===== config.mk =====
export PLATFORM = sky130hd
export DESIGN_NAME = mfb_pixel_unit
export DESIGN_NICKNAME = d
export VERILOG_FILES = /design/src/rtl/mfb_pkg.sv /design/src/rtl/mfb_pixel_unit.sv
export SDC_FILE = /design/constraint.sdc
export NUM_CORES = 1
export LEC_CHECK = 0
export BUFFER_PORTS_ARGS = -buffer_cell sky130_fd_sc_hd__buf_2
export CAP_MARGIN = 30
export CORE_AREA = 2 2 39 41
export DETAILED_ROUTE_END_ITERATION = 8
export DIE_AREA = 0 0 41 43
export MAX_ROUTING_LAYER = met4
export PLACE_DENSITY = 0.69
export SLEW_MARGIN = 20
export SYNTH_ARGS = -nofsm -noshare
export SYNTH_HDL_FRONTEND = slang
export SYNTH_SLANG_ARGS = --single-unit
export TNS_END_PERCENT = 10

===== constraint.sdc =====
create_clock -name vclk -period 1.1
set_clock_uncertainty 0.05 [all_clocks]
set_input_delay 0.22 -clock vclk [all_inputs]
set_output_delay 0.22 -clock vclk [all_outputs]
set_load 0.01 [all_outputs]

===== src/rtl/mfb_pkg.sv =====
// Shared constants, action and register codes, and types for the monochrome
// framebuffer text renderer. No deps; imported by all rtl but the frame RAM.
package mfb_pkg;

	// Panel geometry, page layout: one byte holds eight rows of one column
	localparam int DISPLAY_WIDTH  = 128;
	localparam int DISPLAY_HEIGHT = 64;
	localparam int FRAME_PAGES    = (DISPLAY_HEIGHT + 7) / 8;
	localparam int FRAME_BYTES    = DISPLAY_WIDTH * FRAME_PAGES;
	localparam int ADDR_W         = $clog2(FRAME_BYTES);

	// Field widths
	localparam int ACTION_W   = 3;
	localparam int COORD_W    = 8;
	localparam int SPAN_W     = COORD_W + 1;
	localparam int ROW_BITS_W = 16;
	localparam int ROW_IDX_W  = 5;
	localparam int ADDR_IN_W  = 10;
	localparam int FONT_W_W   = 5;
	localparam int FONT_H_W   = 6;
	localparam int BYTE_W     = 8;

	// Configuration port
	localparam int CFG_IDX_W  = 2;
	localparam int CFG_DATA_W = 6;
	localparam logic [CFG_IDX_W-1:0] CFG_FONT_WIDTH  = 2'd0;
	localparam logic [CFG_IDX_W-1:0] CFG_FONT_HEIGHT = 2'd1;
	localparam logic [FONT_W_W-1:0]  FONT_WIDTH_RST  = 5'd7;
	localparam logic [FONT_H_W-1:0]  FONT_HEIGHT_RST = 6'd10;

	// Action codes
	localparam logic [ACTION_W-1:0] ACT_SET_CURSOR = 3'd0;
	localparam logic [ACTION_W-1:0] ACT_PIXEL      = 3'd1;
	localparam logic [ACTION_W-1:0] ACT_FILL       = 3'd2;
	localparam logic [ACTION_W-1:0] ACT_GLYPH_ROW  = 3'd3;
	localparam logic [ACTION_W-1:0] ACT_READ       = 3'd4;

	// Single set bit in the leftmost glyph column; full byte for a lit fill
	localparam logic [ROW_BITS_W-1:0] ROW_MSB   = 16'h8000;
	localparam logic [BYTE_W-1:0]     BYTE_ONES = 8'hFF;

	// Pixel unit result: target byte, its merged value, and bounds check
	typedef struct packed {
		logic              in_range;
		logic [ADDR_W-1:0] addr;
		logic [BYTE_W-1:0] merged;
	} pix_res_t;

endpackage


===== src/rtl/mfb_pixel_unit.sv =====
// Shared pixel unit: bounds check, page-layout byte address, bit merge.
// Depends on mfb_pkg.
module mfb_pixel_unit (
	input  logic [mfb_pkg::COORD_W-1:0] x,
	input  logic [mfb_pkg::COORD_W-1:0] y,
	input  logic                        lit,
	input  logic [mfb_pkg::BYTE_W-1:0]  old_byte,
	output mfb_pkg::pix_res_t           res
);
	import mfb_pkg::*;

	logic [BYTE_W-1:0] mask;

	// Address is column plus page times width; bit is row mod 8
	always_comb begin
		mask         = BYTE_W'(1) << y[2:0];
		res.in_range = (int'(x) < DISPLAY_WIDTH) && (int'(y) < DISPLAY_HEIGHT);
		res.addr     = ADDR_W'(int'(x) + int'(y[COORD_W-1:3]) * DISPLAY_WIDTH);
		res.merged   = lit ? (old_byte | mask) : (old_byte & ~mask);
	end

endmodule


==> impl_metrics.toml <==
[synth]
synth_simple_gate_area_frac = 0.254
post-synth-top-count-cell = "mux2_2"
synth_xor_area_frac = 0.0370
synth_mux_area_frac = 0.381
avgSynthCellArea_um2 = 8.76
synth_top_area_cell = "mux2_2"
synth_top_area_frac = 0.381
synth_common_cells = "8 x mux2_2, 7 x buf_4, 3 x nand3b_1, 3 x nor3b_1"
synth_seq_area_share = 0
synth_compound_area_frac = 0
synthesis.area_um2 = 236
syn_nets = 54
synth-adder-area-share = 0.106
synth.distinct_cells = 8
synth_top_family_by_area = "multiplexers"
yosysWarnings = 0
synth_cells = 27
synth_area_leaders = "mux2_2 38%, buf_4 22%, ha_1 11%"

[critical_path]
cp.required_ns = 0.83
crit_family = "multiplexers"
crit_fanout = 8
endpoint_kind = "output port"
critPathKind = "in2out"
startpoint_type = "primary input"
cp_slowest_cell = "mux2_4"
arrival_ns = 0.97
path_buf_inv = 2
cpPeakStageDelay_ns = 0.32
crit_chain = "buf_8 -> nor3b_2 -> mux2_4 -> buf_6"

[drt]
wire_per_inst_um = 10.6
wl_um = 723
viasPerCell = 4.19
vias = 285
drt_iter0_drc = 1
drtAntennaViolNets = 0
firstDrtPassIters = 2
drc = 0

[cells_and_area]
regArea_um2 = 0
n_clock_buffer = 0
seq_cells = 0
final_nets = 81
drive_gt1_frac = 0.904
synthToLayoutAreaGrowth_pct = 135
fill_cells = 139
post-route-util = 0.401
antenna_cells = 0

[timing]
setup-tns-final_ns = -1.05
rsz0062_at_grt = "true"
clock.fmax_ghz = 0.804
final-hold-violation-count = 0
setup_viol = 10
finalCritPeriodShare = 1.13
period_needed_ns = 1.24
tightestPinTransition_ns = 0.160
slew_headroom = 0.893
drv_slew = 0
worst_slack_ns = -0.144

[die]
die_y_um = 43
start_util = 0.171
die_w_um = 41
dieArea_mm2 = 0.00176
rows = 14
io_pins = 44
fp.coreArea_mm2 = 0.00138

[grt]
grt_antenna_before_repair = 0
grt_max_degree = 9
overflow = 0
grt_pass1_wl_um = 1240
grtUsageTotal = 0.0962
grt_pass1_vias = 286

[hold_path]
hp-class = "in2out"

[placed_design]
port-buffer-count = 30
place.detailed.hpwl_um = 521
dp_slack_ns = -0.243
place_congestion = 0.539

[flow_run]
maxCapViolations = 0

[outcome]
violations = "negative setup slack"
status = "finished, violations left"

[power_and_ir_drop]
peakVddDrop_uv = 125
p_per_area_mw_per_mm2 = 402
power_leakage_nw = 0.268

[clock_network]
post_cts_buffers = 0
-- final cells by class --
cell class                      count  area, µm²  area share
Tap cell                           16       20.0      0.0360
Multi-Input combinational cell     20        273       0.491
Timing Repair Buffer               32        263       0.473
-- final timing paths --
check	from	end	slack (ns)	cells past startpoint
setup / recovery	y[0]	res[2]	-0.14	4
hold / removal	x[2]	res[10]	0.39	0
-- logic make-up after synthesis --
kind of cell / Yosys count
adders and majority gates: 2
and+or+nand+nor: 9
muxes: 8
xor gates and xnor gates: 1
buffers and inverters: 7
-- per-stage QoR --
| stage | total power, W | std cells | hold WS (ns) | cell area, µm² |
|---|---|---|---|---|
| 3_3_place_gp | 0.000137 | 68 | 0.390 | 369 |
| 6_report | 0.000223 | 68 | 0.390 | 556 |
| 2_1_floorplan | 0.0000890 | 27 | 0.437 | 236 |
| 3_5_place_dp | 0.000139 | 68 | 0.390 | 369 |
| 4_1_cts | 0.000207 | 68 | 0.390 | 510 |
| 5_1_grt | 0.000242 | 68 | 0.390 | 556 |
-- power by group --
group	internal, W	total [W]	switching [W]
sequential	0	0	0
clock	0	0	0
combinational	0.000142	0.000223	0.0000812
-- layout by cell type, fill, tap and decap left out, drive strengths merged --
cell type / netlist / routed
mux2: 8 / 8
nand3b: 3 / 3
nand3: 1 / 1
nor3: 2 / 2
ha: 2 / 2
buf: 7 / 32
nor3b: 3 / 3
xor2: 1 / 1
-- what timing repair did --
action                                  CTS  global route
hold buffers                              0             0
gates resized for setup                  32             7
pin swaps                                 5             2
cloned                                    0             0
endpoints found under the setup margin   10            10
-- routing by layer --
layer,share of wire,track usage,wire [µm]
met1,0.33,0.123,242
met2,0.58,0.169,418
met3,0.086,0,62
met4,0,0.00667,0
met5,0,-,0
Power figures use the tool's default switching activity.
